`config.mk`:
```
export PLATFORM = sky130hd
export DESIGN_NAME = descriptive_statistics_engine_top
export DESIGN_NICKNAME = d
export VERILOG_FILES = /design/src/dse_pkg.sv /design/src/dse_front.sv /design/src/dse_queue.sv /design/src/dse_back.sv /design/src/descriptive_statistics_engine_top.sv
export SDC_FILE = /design/constraint.sdc
export NUM_CORES = 2
export LEC_CHECK = 0
export BUFFER_PORTS_ARGS = -buffer_cell sky130_fd_sc_hd__buf_4
export CAP_MARGIN = 5
export CORE_MARGIN = 2
export CORE_UTILIZATION = 64
export CTS_CLUSTER_DIAMETER = 60
export DETAILED_ROUTE_END_ITERATION = 16
export GPL_ROUTABILITY_DRIVEN = 0
export GPL_TIMING_DRIVEN = 0
export PLACE_DENSITY = 0.79
export SYNTH_ARGS = -nofsm -noshare
export SYNTH_HDL_FRONTEND = slang
export SYNTH_SLANG_ARGS = --single-unit
```
`constraint.sdc`:
```
create_clock -name clk_i -period 16.5 [get_ports clk_i]
set_input_delay 2.475 -clock clk_i [delete_from_list [all_inputs] [get_ports clk_i]]
set_output_delay 2.475 -clock clk_i [all_outputs]
set_load 0.02 [all_outputs]
```
`src/dse_pkg.sv`:
```
// ----------------------------------------------------------------------------
// dse_pkg
// Shared types and constants of the descriptive statistics engine.
// ----------------------------------------------------------------------------
package dse_pkg;

  // Fixed field widths of the transaction payloads
  localparam int unsigned SAMPLE_W = 24;
  localparam int unsigned COUNT_W  = 11;
  localparam int unsigned VAR_W    = 48;
  localparam int unsigned STD_W    = 24;

  // Square-root remainder width: holds up to twice the partial root
  localparam int unsigned SQ_REM_W = STD_W + 2;

  // Parameter defaults
  localparam int unsigned MAX_SAMPLES_DEF = 1024;
  localparam int unsigned SAMPLE_BITS_DEF = 24;

  // Sets that may wait between front end and back end
  localparam int unsigned QUEUE_DEPTH = 2;

  typedef struct packed {
    logic signed [SAMPLE_W-1:0] sample;
    logic                       last;
  } in_item_t;

  typedef struct packed {
    logic signed [SAMPLE_W-1:0] minimum;
    logic signed [SAMPLE_W-1:0] maximum;
    logic signed [SAMPLE_W-1:0] average;
    logic        [VAR_W-1:0]    sample_variance;
    logic        [STD_W-1:0]    std_dev;
    logic        [COUNT_W-1:0]  count;
    logic                       single_sample;
    logic                       overflow;
  } out_item_t;

  typedef enum logic [2:0] {
    BK_IDLE,
    BK_AVG,
    BK_MULN,
    BK_MULS,
    BK_VAR,
    BK_SQRT,
    BK_DONE
  } back_state_e;

endpackage

```
`src/dse_front.sv`:
```
// ----------------------------------------------------------------------------
// dse_front
// Accumulates min, max, sum, sum of squares and count, one sample per cycle
// while the queue has room; the last sample hands the set to the queue.
// ----------------------------------------------------------------------------
module dse_front #(
  parameter int unsigned MAX_SAMPLES = dse_pkg::MAX_SAMPLES_DEF,
  parameter int unsigned SAMPLE_BITS = dse_pkg::SAMPLE_BITS_DEF,
  localparam int unsigned CNT_W = $clog2(MAX_SAMPLES + 1),
  localparam int unsigned SUM_W = CNT_W + SAMPLE_BITS,
  localparam int unsigned SQ_W  = CNT_W + 2 * SAMPLE_BITS - 2,
  localparam int unsigned REC_W = 1 + CNT_W + SQ_W + SUM_W + 2 * SAMPLE_BITS
) (
  input  logic              clk_i,
  input  logic              rst_ni,
  input  logic              in_valid_i,
  output logic              in_ready_o,
  input  dse_pkg::in_item_t in_data_i,
  output logic              rec_valid_o,
  input  logic              rec_ready_i,
  output logic [REC_W-1:0]  rec_data_o
);

  logic signed [SAMPLE_BITS-1:0] x;
  logic        [SAMPLE_BITS-1:0] ax;
  logic      [2*SAMPLE_BITS-1:0] ax_sq;

  logic signed [SAMPLE_BITS-1:0] min_q, min_d, min_n;
  logic signed [SAMPLE_BITS-1:0] max_q, max_d, max_n;
  logic signed [SUM_W-1:0]       sum_q, sum_d, sum_n;
  logic        [SQ_W-1:0]        sq_q, sq_d, sq_n;
  logic        [CNT_W-1:0]       cnt_q, cnt_d, cnt_n;
  logic                          drop_q, drop_d, drop_n;

  logic full, first, accept;

  // Sign-extend from SAMPLE_BITS; upper payload bits are ignored
  assign x     = in_data_i.sample[SAMPLE_BITS-1:0];
  assign ax    = $unsigned(x[SAMPLE_BITS-1] ? -x : x);
  assign ax_sq = ax * ax;

  assign full   = (cnt_q == CNT_W'(MAX_SAMPLES));
  assign first  = (cnt_q == '0);
  assign accept = in_valid_i && in_ready_o;

  // Hold off samples only while the queue cannot take another set
  assign in_ready_o  = rec_ready_i;
  assign rec_valid_o = accept && in_data_i.last;
  assign rec_data_o  = {drop_n, cnt_n, sq_n, sum_n, max_n, min_n};

  always_comb begin
    min_n  = min_q;
    max_n  = max_q;
    sum_n  = sum_q;
    sq_n   = sq_q;
    cnt_n  = cnt_q;
    drop_n = drop_q | full;
    if (!full) begin
      if (first || (x < min_q)) min_n = x;
      if (first || (x > max_q)) max_n = x;
      sum_n = sum_q + SUM_W'(x);
      sq_n  = sq_q + SQ_W'(ax_sq);
      cnt_n = cnt_q + 1'b1;
    end
  end

  always_comb begin
    min_d  = min_q;
    max_d  = max_q;
    sum_d  = sum_q;
    sq_d   = sq_q;
    cnt_d  = cnt_q;
    drop_d = drop_q;
    if (accept) begin
      if (in_data_i.last) begin
        // Set is complete: start over
        min_d  = '0;
        max_d  = '0;
        sum_d  = '0;
        sq_d   = '0;
        cnt_d  = '0;
        drop_d = 1'b0;
      end else begin
        min_d  = min_n;
        max_d  = max_n;
        sum_d  = sum_n;
        sq_d   = sq_n;
        cnt_d  = cnt_n;
        drop_d = drop_n;
      end
    end
  end

  always_ff @(posedge clk_i or negedge rst_ni) begin
    if (!rst_ni) begin
      min_q  <= '0;
      max_q  <= '0;
      sum_q  <= '0;
      sq_q   <= '0;
      cnt_q  <= '0;
      drop_q <= 1'b0;
    end else begin
      min_q  <= min_d;
      max_q  <= max_d;
      sum_q  <= sum_d;
      sq_q   <= sq_d;
      cnt_q  <= cnt_d;
      drop_q <= drop_d;
    end
  end

endmodule

```
`src/dse_queue.sv`:
```
// ----------------------------------------------------------------------------
// dse_queue
// Short first-in first-out queue of finished sets between the two ends.
// ----------------------------------------------------------------------------
module dse_queue #(
  parameter int unsigned DATA_W = 1,
  parameter int unsigned DEPTH  = dse_pkg::QUEUE_DEPTH,
  localparam int unsigned PTR_W  = (DEPTH > 1) ? $clog2(DEPTH) : 1,
  localparam int unsigned FILL_W = $clog2(DEPTH + 1)
) (
  input  logic              clk_i,
  input  logic              rst_ni,
  input  logic              push_valid_i,
  output logic              push_ready_o,
  input  logic [DATA_W-1:0] push_data_i,
  output logic              pop_valid_o,
  input  logic              pop_ready_i,
  output logic [DATA_W-1:0] pop_data_o
);

  logic [DATA_W-1:0] mem_q [DEPTH];
  logic [PTR_W-1:0]  wr_ptr_q, wr_ptr_d, rd_ptr_q, rd_ptr_d;
  logic [FILL_W-1:0] fill_q, fill_d;
  logic              push, pop;

  function automatic logic [PTR_W-1:0] ptr_next(input logic [PTR_W-1:0] p);
    return (p == PTR_W'(DEPTH - 1)) ? '0 : p + 1'b1;
  endfunction

  assign push_ready_o = (fill_q != FILL_W'(DEPTH));
  assign pop_valid_o  = (fill_q != '0);
  assign pop_data_o   = mem_q[rd_ptr_q];

  assign push = push_valid_i && push_ready_o;
  assign pop  = pop_valid_o && pop_ready_i;

  always_comb begin
    wr_ptr_d = push ? ptr_next(wr_ptr_q) : wr_ptr_q;
    rd_ptr_d = pop ? ptr_next(rd_ptr_q) : rd_ptr_q;
    fill_d   = fill_q + FILL_W'(push) - FILL_W'(pop);
  end

  always_ff @(posedge clk_i or negedge rst_ni) begin
    if (!rst_ni) begin
      wr_ptr_q <= '0;
      rd_ptr_q <= '0;
      fill_q   <= '0;
    end else begin
      wr_ptr_q <= wr_ptr_d;
      rd_ptr_q <= rd_ptr_d;
      fill_q   <= fill_d;
    end
  end

  always_ff @(posedge clk_i) begin
    if (push) begin
      mem_q[wr_ptr_q] <= push_data_i;
    end
  end

endmodule

```
`src/dse_back.sv`:
```
// ----------------------------------------------------------------------------
// dse_back
// Solves one queued set: mean by a bit-serial divider, N*S2 - S1^2 by a
// shift-add multiplier, variance by the same divider, then a bit-pair
// square root. Holds the result in an output register.
// ----------------------------------------------------------------------------
module dse_back #(
  parameter int unsigned MAX_SAMPLES = dse_pkg::MAX_SAMPLES_DEF,
  parameter int unsigned SAMPLE_BITS = dse_pkg::SAMPLE_BITS_DEF,
  localparam int unsigned CNT_W    = $clog2(MAX_SAMPLES + 1),
  localparam int unsigned SUM_W    = CNT_W + SAMPLE_BITS,
  localparam int unsigned SQ_W     = CNT_W + 2 * SAMPLE_BITS - 2,
  localparam int unsigned REC_W    = 1 + CNT_W + SQ_W + SUM_W + 2 * SAMPLE_BITS,
  localparam int unsigned NUM_W    = 2 * CNT_W + 2 * SAMPLE_BITS - 2,
  localparam int unsigned DEN_W    = 2 * CNT_W,
  localparam int unsigned STD_W    = dse_pkg::STD_W,
  localparam int unsigned VAR_W    = dse_pkg::VAR_W,
  localparam int unsigned SAMPLE_W = dse_pkg::SAMPLE_W,
  localparam int unsigned COUNT_W  = dse_pkg::COUNT_W,
  localparam int unsigned SQ_REM_W = dse_pkg::SQ_REM_W,
  localparam int unsigned SR_W     = SQ_REM_W + 2,
  localparam int unsigned STEP_MAX = (NUM_W > STD_W) ? NUM_W : STD_W,
  localparam int unsigned STEP_W   = $clog2(STEP_MAX)
) (
  input  logic               clk_i,
  input  logic               rst_ni,
  input  logic               rec_valid_i,
  output logic               rec_ready_o,
  input  logic [REC_W-1:0]   rec_data_i,
  output logic               out_valid_o,
  input  logic               out_ready_i,
  output dse_pkg::out_item_t out_data_o
);

  // Unpacked record
  logic signed [SAMPLE_BITS-1:0] r_min, r_max;
  logic signed [SUM_W-1:0]       r_sum;
  logic        [SQ_W-1:0]        r_sq;
  logic        [CNT_W-1:0]       r_cnt;
  logic                          r_drop;
  logic        [SUM_W-1:0]       r_mag;

  assign {r_drop, r_cnt, r_sq, r_sum, r_max, r_min} = rec_data_i;
  assign r_mag = $unsigned(r_sum[SUM_W-1] ? -r_sum : r_sum);

  dse_pkg::back_state_e state_q, state_d;

  logic [STEP_W-1:0]             step_q, step_d;
  logic [NUM_W-1:0]              acc_q, acc_d;
  logic [NUM_W-1:0]              mcand_q, mcand_d;
  logic [SUM_W-1:0]              mplier_q, mplier_d;
  logic [DEN_W-1:0]              rem_q, rem_d;
  logic [DEN_W-1:0]              div_q, div_d;
  logic [SUM_W-1:0]              mag_q, mag_d;
  logic                          neg_q, neg_d;
  logic [CNT_W-1:0]              n_q, n_d;
  logic signed [SAMPLE_BITS-1:0] min_q, min_d, max_q, max_d;
  logic                          drop_q, drop_d;
  logic signed [SUM_W-1:0]       avg_q, avg_d;
  logic [VAR_W-1:0]              var_q, var_d;
  logic [VAR_W-1:0]              sqs_q, sqs_d;
  logic [SQ_REM_W-1:0]           sqr_q, sqr_d;
  logic [STD_W-1:0]              root_q, root_d;
  logic                          out_valid_q, out_valid_d;
  dse_pkg::out_item_t            out_q, out_d;

  // Shared restoring divider step
  logic [DEN_W:0] dv_sh, dv_diff;
  logic           dv_ge;
  assign dv_sh   = {rem_q, acc_q[NUM_W-1]};
  assign dv_diff = dv_sh - {1'b0, div_q};
  assign dv_ge   = (dv_sh >= {1'b0, div_q});

  // Shift-add multiplier step
  logic [NUM_W-1:0] mul_sum, mul_dif;
  assign mul_sum = acc_q + mcand_q;
  assign mul_dif = acc_q - mcand_q;

  // Square-root step, two radicand bits per cycle
  logic [SR_W-1:0] sr_sh, sr_trial, sr_diff;
  logic            sr_ge;
  assign sr_sh    = {sqr_q, sqs_q[VAR_W-1 -: 2]};
  assign sr_trial = SR_W'({root_q, 2'b01});
  assign sr_diff  = sr_sh - sr_trial;
  assign sr_ge    = (sr_sh >= sr_trial);

  // N * (N - 1), the variance divisor
  logic [DEN_W-1:0] nn;
  assign nn = {{CNT_W{1'b0}}, n_q} * {{CNT_W{1'b0}}, n_q - 1'b1};

  logic             last_step;
  logic [SUM_W-1:0] quo;
  assign last_step = (step_q == '0);
  assign quo       = {acc_q[SUM_W-2:0], dv_ge};

  always_comb begin
    state_d     = state_q;
    step_d      = step_q;
    acc_d       = acc_q;
    mcand_d     = mcand_q;
    mplier_d    = mplier_q;
    rem_d       = rem_q;
    div_d       = div_q;
    mag_d       = mag_q;
    neg_d       = neg_q;
    n_d         = n_q;
    min_d       = min_q;
    max_d       = max_q;
    drop_d      = drop_q;
    avg_d       = avg_q;
    var_d       = var_q;
    sqs_d       = sqs_q;
    sqr_d       = sqr_q;
    root_d      = root_q;
    out_d       = out_q;
    out_valid_d = out_valid_q && !out_ready_i;
    rec_ready_o = 1'b0;

    case (state_q)
      dse_pkg::BK_IDLE: begin
        rec_ready_o = 1'b1;
        if (rec_valid_i) begin
          min_d    = r_min;
          max_d    = r_max;
          drop_d   = r_drop;
          n_d      = r_cnt;
          neg_d    = r_sum[SUM_W-1];
          mag_d    = r_mag;
          // Place |sum| at the top so SUM_W steps leave the quotient low
          acc_d    = NUM_W'(r_mag) << (NUM_W - SUM_W);
          rem_d    = '0;
          div_d    = DEN_W'(r_cnt);
          mcand_d  = NUM_W'(r_sq);
          mplier_d = SUM_W'(r_cnt);
          step_d   = STEP_W'(SUM_W - 1);
          state_d  = dse_pkg::BK_AVG;
        end
      end

      dse_pkg::BK_AVG: begin
        rem_d  = dv_ge ? dv_diff[DEN_W-1:0] : dv_sh[DEN_W-1:0];
        acc_d  = {acc_q[NUM_W-2:0], dv_ge};
        step_d = step_q - 1'b1;
        if (last_step) begin
          avg_d   = neg_q ? -$signed(quo) : $signed(quo);
          acc_d   = '0;
          step_d  = STEP_W'(CNT_W - 1);
          state_d = dse_pkg::BK_MULN;
        end
      end

      dse_pkg::BK_MULN: begin
        // Accumulate N * S2
        if (mplier_q[0]) acc_d = mul_sum;
        mcand_d  = mcand_q << 1;
        mplier_d = mplier_q >> 1;
        step_d   = step_q - 1'b1;
        if (last_step) begin
          mcand_d  = NUM_W'(mag_q);
          mplier_d = mag_q;
          step_d   = STEP_W'(SUM_W - 1);
          state_d  = dse_pkg::BK_MULS;
        end
      end

      dse_pkg::BK_MULS: begin
        // Subtract S1 * S1; the final difference is never negative
        if (mplier_q[0]) acc_d = mul_dif;
        mcand_d  = mcand_q << 1;
        mplier_d = mplier_q >> 1;
        step_d   = step_q - 1'b1;
        if (last_step) begin
          rem_d   = '0;
          div_d   = nn;
          step_d  = STEP_W'(NUM_W - 1);
          state_d = dse_pkg::BK_VAR;
        end
      end

      dse_pkg::BK_VAR: begin
        rem_d  = dv_ge ? dv_diff[DEN_W-1:0] : dv_sh[DEN_W-1:0];
        acc_d  = {acc_q[NUM_W-2:0], dv_ge};
        step_d = step_q - 1'b1;
        if (last_step) begin
          // Single sample: divisor is zero, force the variance to zero
          var_d   = (n_q == CNT_W'(1)) ? '0 : VAR_W'({acc_q[NUM_W-2:0], dv_ge});
          sqs_d   = var_d;
          sqr_d   = '0;
          root_d  = '0;
          step_d  = STEP_W'(STD_W - 1);
          state_d = dse_pkg::BK_SQRT;
        end
      end

      dse_pkg::BK_SQRT: begin
        sqr_d  = sr_ge ? sr_diff[SQ_REM_W-1:0] : sr_sh[SQ_REM_W-1:0];
        root_d = {root_q[STD_W-2:0], sr_ge};
        sqs_d  = sqs_q << 2;
        step_d = step_q - 1'b1;
        if (last_step) begin
          state_d = dse_pkg::BK_DONE;
        end
      end

      dse_pkg::BK_DONE: begin
        if (!out_valid_q || out_ready_i) begin
          out_d.minimum         = SAMPLE_W'(min_q);
          out_d.maximum         = SAMPLE_W'(max_q);
          out_d.average         = SAMPLE_W'(avg_q);
          out_d.sample_variance = var_q;
          out_d.std_dev         = root_q;
          out_d.count           = COUNT_W'(n_q);
          out_d.single_sample   = (n_q == CNT_W'(1));
          out_d.overflow        = drop_q;
          out_valid_d           = 1'b1;
          state_d               = dse_pkg::BK_IDLE;
        end
      end

      default: begin
        state_d = dse_pkg::BK_IDLE;
      end
    endcase
  end

  always_ff @(posedge clk_i or negedge rst_ni) begin
    if (!rst_ni) begin
      state_q     <= dse_pkg::BK_IDLE;
      out_valid_q <= 1'b0;
    end else begin
      state_q     <= state_d;
      out_valid_q <= out_valid_d;
    end
  end

  always_ff @(posedge clk_i) begin
    step_q   <= step_d;
    acc_q    <= acc_d;
    mcand_q  <= mcand_d;
    mplier_q <= mplier_d;
    rem_q    <= rem_d;
    div_q    <= div_d;
    mag_q    <= mag_d;
    neg_q    <= neg_d;
    n_q      <= n_d;
    min_q    <= min_d;
    max_q    <= max_d;
    drop_q   <= drop_d;
    avg_q    <= avg_d;
    var_q    <= var_d;
    sqs_q    <= sqs_d;
    sqr_q    <= sqr_d;
    root_q   <= root_d;
    out_q    <= out_d;
  end

  assign out_valid_o = out_valid_q;
  assign out_data_o  = out_q;

endmodule

```
`src/descriptive_statistics_engine_top.sv`:
```
// ----------------------------------------------------------------------------
// descriptive_statistics_engine_top
// Min, max, mean, sample variance and standard deviation of sample sets.
//
// Input channel (in_valid_i / in_ready_o / in_data_i): one Q16.8 sample per
// transaction, last marks the end of a set. The front end accumulates one
// sample per cycle while the queue has room, squaring it combinationally.
// Output channel (out_valid_o / out_ready_i / out_data_o): one transaction
// per set. After its last sample a set passes through the queue and the back
// end's AVG, MULN, MULS, VAR, SQRT and DONE states into the output register.
// The back end takes the next set only once back in idle, so it works on one
// set at a time in its bit-serial divider, multiplier and square-root loop.
// A queue of two sets decouples the ends; in_ready_o drops only while both
// queue slots are taken. When the receiver stalls, the output register holds
// the result, the back end waits with the next one, and the front end keeps
// accepting samples until the queue fills.
// Reset clears the accumulators, the queue and the output valid; no clearing
// pass is needed.
// ----------------------------------------------------------------------------
module descriptive_statistics_engine_top #(
  parameter int unsigned MAX_SAMPLES = dse_pkg::MAX_SAMPLES_DEF,
  parameter int unsigned SAMPLE_BITS = dse_pkg::SAMPLE_BITS_DEF
) (
  input  logic               clk_i,
  input  logic               rst_ni,
  input  logic               in_valid_i,
  output logic               in_ready_o,
  input  dse_pkg::in_item_t  in_data_i,
  output logic               out_valid_o,
  input  logic               out_ready_i,
  output dse_pkg::out_item_t out_data_o
);

  // Record widths, matching the front and back ends
  localparam int unsigned CNT_W = $clog2(MAX_SAMPLES + 1);
  localparam int unsigned SUM_W = CNT_W + SAMPLE_BITS;
  localparam int unsigned SQ_W  = CNT_W + 2 * SAMPLE_BITS - 2;
  localparam int unsigned REC_W = 1 + CNT_W + SQ_W + SUM_W + 2 * SAMPLE_BITS;

  logic             push_valid, push_ready;
  logic [REC_W-1:0] push_data;
  logic             pop_valid, pop_ready;
  logic [REC_W-1:0] pop_data;

  // Front end: accept samples and close sets
  dse_front #(
    .MAX_SAMPLES (MAX_SAMPLES),
    .SAMPLE_BITS (SAMPLE_BITS)
  ) u_front (
    .clk_i       (clk_i),
    .rst_ni      (rst_ni),
    .in_valid_i  (in_valid_i),
    .in_ready_o  (in_ready_o),
    .in_data_i   (in_data_i),
    .rec_valid_o (push_valid),
    .rec_ready_i (push_ready),
    .rec_data_o  (push_data)
  );

  // Queue of finished sets
  dse_queue #(
    .DATA_W (REC_W),
    .DEPTH  (dse_pkg::QUEUE_DEPTH)
  ) u_queue (
    .clk_i        (clk_i),
    .rst_ni       (rst_ni),
    .push_valid_i (push_valid),
    .push_ready_o (push_ready),
    .push_data_i  (push_data),
    .pop_valid_o  (pop_valid),
    .pop_ready_i  (pop_ready),
    .pop_data_o   (pop_data)
  );

  // Back end: solve each set and drive the result register
  dse_back #(
    .MAX_SAMPLES (MAX_SAMPLES),
    .SAMPLE_BITS (SAMPLE_BITS)
  ) u_back (
    .clk_i       (clk_i),
    .rst_ni      (rst_ni),
    .rec_valid_i (pop_valid),
    .rec_ready_o (pop_ready),
    .rec_data_i  (pop_data),
    .out_valid_o (out_valid_o),
    .out_ready_i (out_ready_i),
    .out_data_o  (out_data_o)
  );

  // A closed set is waiting in the queue in the cycle after its last sample
  assert property (@(posedge clk_i) disable iff (!rst_ni)
    in_valid_i && in_ready_o && in_data_i.last |=> pop_valid)
    else $error("closed set missing from queue");

  // Extremes come out ordered
  assert property (@(posedge clk_i) disable iff (!rst_ni)
    out_valid_o |-> out_data_o.minimum <= out_data_o.maximum)
    else $error("minimum above maximum");

  // A one-sample set reports no spread
  assert property (@(posedge clk_i) disable iff (!rst_ni)
    out_valid_o && out_data_o.single_sample |->
      out_data_o.sample_variance == '0 && out_data_o.std_dev == '0)
    else $error("spread reported for a single sample");

  // Root never overshoots the variance
  assert property (@(posedge clk_i) disable iff (!rst_ni)
    out_valid_o |->
      48'(out_data_o.std_dev) * 48'(out_data_o.std_dev) <= out_data_o.sample_variance)
    else $error("standard deviation too large");

endmodule
```
==> results.cfg <==
[clock_network]
postCtsSetupBuffers = 0
clk_latency_ns = 0.78
cts_hold_buf = 0
cts_made_buffers = 112
cts_root_buffer = clkbuf_16
cts_max_level = 3
cts_sinks = 1109
clk_pin_slew_ns = 0.06
cts_tree = yes
cts_buffer_depth = 3
cts_resized = 0

[placement]
portBuffers = 186
dp_hpwl_um = 161000

[timing]
rsz0062_at_grt = false
period_share_pct = 87.2
tightest_slew_ns = 1.42
fmax_mhz = 69.5
holdWs_ns = 0.408
fin_skew_ns = 0.104
slew_headroom_pct = 4.69
period_needed_ns = 14.39
hold_viol_final = 0
slew_viol_final = 0
setup_viol = 0

[synth]
synth.distinct_cells = 91
syn_inst = 7188
synth-warning-count = 0
synth_flop_cell = edfxtp_1
ys_ff_latch = 1109
synth_edf_count = 949
synth.avg_cell_area_sq_um = 10.7
netlist_area_sq_um = 77200
async_flop_share_pct = 14.4
yosysSeqAreaShare_pct = 42.1

[setup_path]
critical_path_required_ns = 16.96
endpoint_kind = flop
cp.arrival_ns = 14.85
worst-path-buf-inv = 11
slowest_stage = xor2_1
crit_family = adder cells
crit_fanout = 11
cp-start-kind = input pin
path_class = in2reg
startpoint = in_data_i[1]
reg2reg_from = u_back.n_q[0]$_DFFE_PP_
rr_worst_depth = 28
critPathMaxStageDelay_ns = 1.07
path_depth = 37

[route]
dr.pass1.iters = 7
routedWlPerCell_um = 22.5
final_antenna_net_count = 0
drt-vias-per-instance = 6.15
first_iter_violations = 5915
drc = 0
routed_wl_um = 208000
vias = 57000

[finish]
layout_commonest_cell = inv_1
area_growth_pct = 10.4
num-fill-cells = 8454
drive_above_1_share_pct = 8.22
final_cell_mix = inv_1 (974), edfxtp_1 (949), nand2_1 (656)
finalNetCount = 8584

[min_path]
hold-path-cell-count = 0
min_from = u_back.var_q[34]$_DFFE_PP_
min_path_type = reg2reg

[floorplan]
core-area_sq_um = 120000
ios = 188
dieArea_sq_um = 123000
initial_core_util_pct = 64.4
dieWidth_um = 351
rows = 127
die_h_um = 351

[grt]
grt_pass1_wl_um = 322000
grt_overflow = 0
grt_util_all_layers_pct = 34.1
grt_max_degree = 99
antenna_found_initial = 2
first_global_vias = 56800

[status]
status = finished clean

[flow_run]
cap_viol_max_count = 0
cells by family after synthesis:
logic type | after synthesis | synth area share (%)
mux | 241 | 3.37
fa+ha+maj | 1011 | 21.8
buf+inv | 1293 | 6.32
simple gates | 1761 | 10.7
compound gates | 1416 | 11.6
xor+xnor | 355 | 4.03
other cells | 2 | 0.00973
flops | 1109 | 42.1
metrics by stage:
| step | TNS [ns] | cell area [sq um] | util, % | instances | setup slack (ns) |
|---|---|---|---|---|---|
| after floorplan | 0 | 77200 | - | 7206 | 1.68 |
| after global placement | -594.64 | 80600 | 67.3 | 9004 | -3.88 |
| after detailed placement | 0 | 81400 | 67.9 | 9041 | 1.64 |
| after CTS | 0 | 85100 | 71.1 | 9252 | 2.41 |
| after global routing | 0 | 85200 | 71.1 | 9253 | 1.69 |
| final | 0 | 85200 | 71.1 | 9255 | 2.11 |
area by class of cell:
class,count,area [sq um],share of cell area [%]
multi-input cells,4804,39900,46.9
flip-flops and latches,1109,32500,38.2
inverters,983,3690,4.33
clock buffers,137,2930,3.44
repair buffers,224,2040,2.40
well taps,1612,2020,2.37
plain buffers,310,1190,1.40
clock inverters,74,858,1.01
diodes,2,5.00,0.00588
state kept, by name, indices dropped and copies added, names as in the netlist, 48 cells and up:
name               count
u_back.acc_q          68
u_back.mcand_q        68
u_back.out_data_o    157
u_back.sqs_q          48
u_back.var_q          48
u_front.sq_q          57
u_queue.mem_q        304
metal layers:
layer,routed length [um],vias up,GRT usage [%]
met1,78800,27700,44.3
met5,11,-,0
met3,19700,728,6.11
li1,-,25400,-
met2,95200,3107,53.9
met4,14500,2,20.6
synth_stat cells (31+ instances only):
| cell | instances | area (sq um) |
|---|---|---|
| a22oi_1 | 66 | 495 |
| o22ai_1 | 50 | 313 |
| nand3_1 | 86 | 430 |
| and2_1 | 78 | 488 |
| mux2i_1 | 92 | 921 |
| dfrtp_1 | 160 | 4000 |
| xnor2_1 | 217 | 1900 |
| xor2_1 | 138 | 1210 |
| nand2_1 | 656 | 2460 |
| a21oi_1 | 359 | 1800 |
| and3_1 | 49 | 307 |
| nor2_1 | 429 | 1610 |
| a211oi_1 | 59 | 443 |
| a22o_1 | 59 | 517 |
| nand4_1 | 59 | 369 |
| a31oi_1 | 68 | 425 |
| nor2b_1 | 87 | 544 |
| edfxtp_1 | 949 | 28500 |
| o21ai_0 | 358 | 1790 |
| o21a_1 | 34 | 255 |
| nor3_1 | 85 | 425 |
| mux2_2 | 149 | 1680 |
| nand2b_1 | 100 | 626 |
| inv_1 | 974 | 3660 |
| clkbuf_1 | 272 | 1020 |
| ha_1 | 454 | 5680 |
| o21bai_1 | 31 | 233 |
| fa_1 | 557 | 11200 |
| o31ai_1 | 52 | 390 |
| a21o_1 | 131 | 983 |
final timing paths:
| path | endpoint | slack (ns) |
|---|---|---|
| worst min register to register | u_back.out_data_o[71]$_DFFE_PP_ | 0.41 |
| worst max-delay path | u_queue.mem_q[0][133]$_DFFE_PP_ | 2.11 |
| max in group asynchronous | u_front.sq_q[37]$_DFFE_PN0P_ | 13.78 |
| worst max register to register | u_back.div_q[21]$_SDFFCE_PN0P_ | 8.51 |
| min in group asynchronous | u_front.sum_q[23]$_DFFE_PN0P_ | 1.66 |
| worst min-delay path | u_back.out_data_o[71]$_DFFE_PP_ | 0.41 |
Power is left out: the tool's default activity adds up to more than one toggle a clock period on the data nets, which glitch-free logic cannot reach.
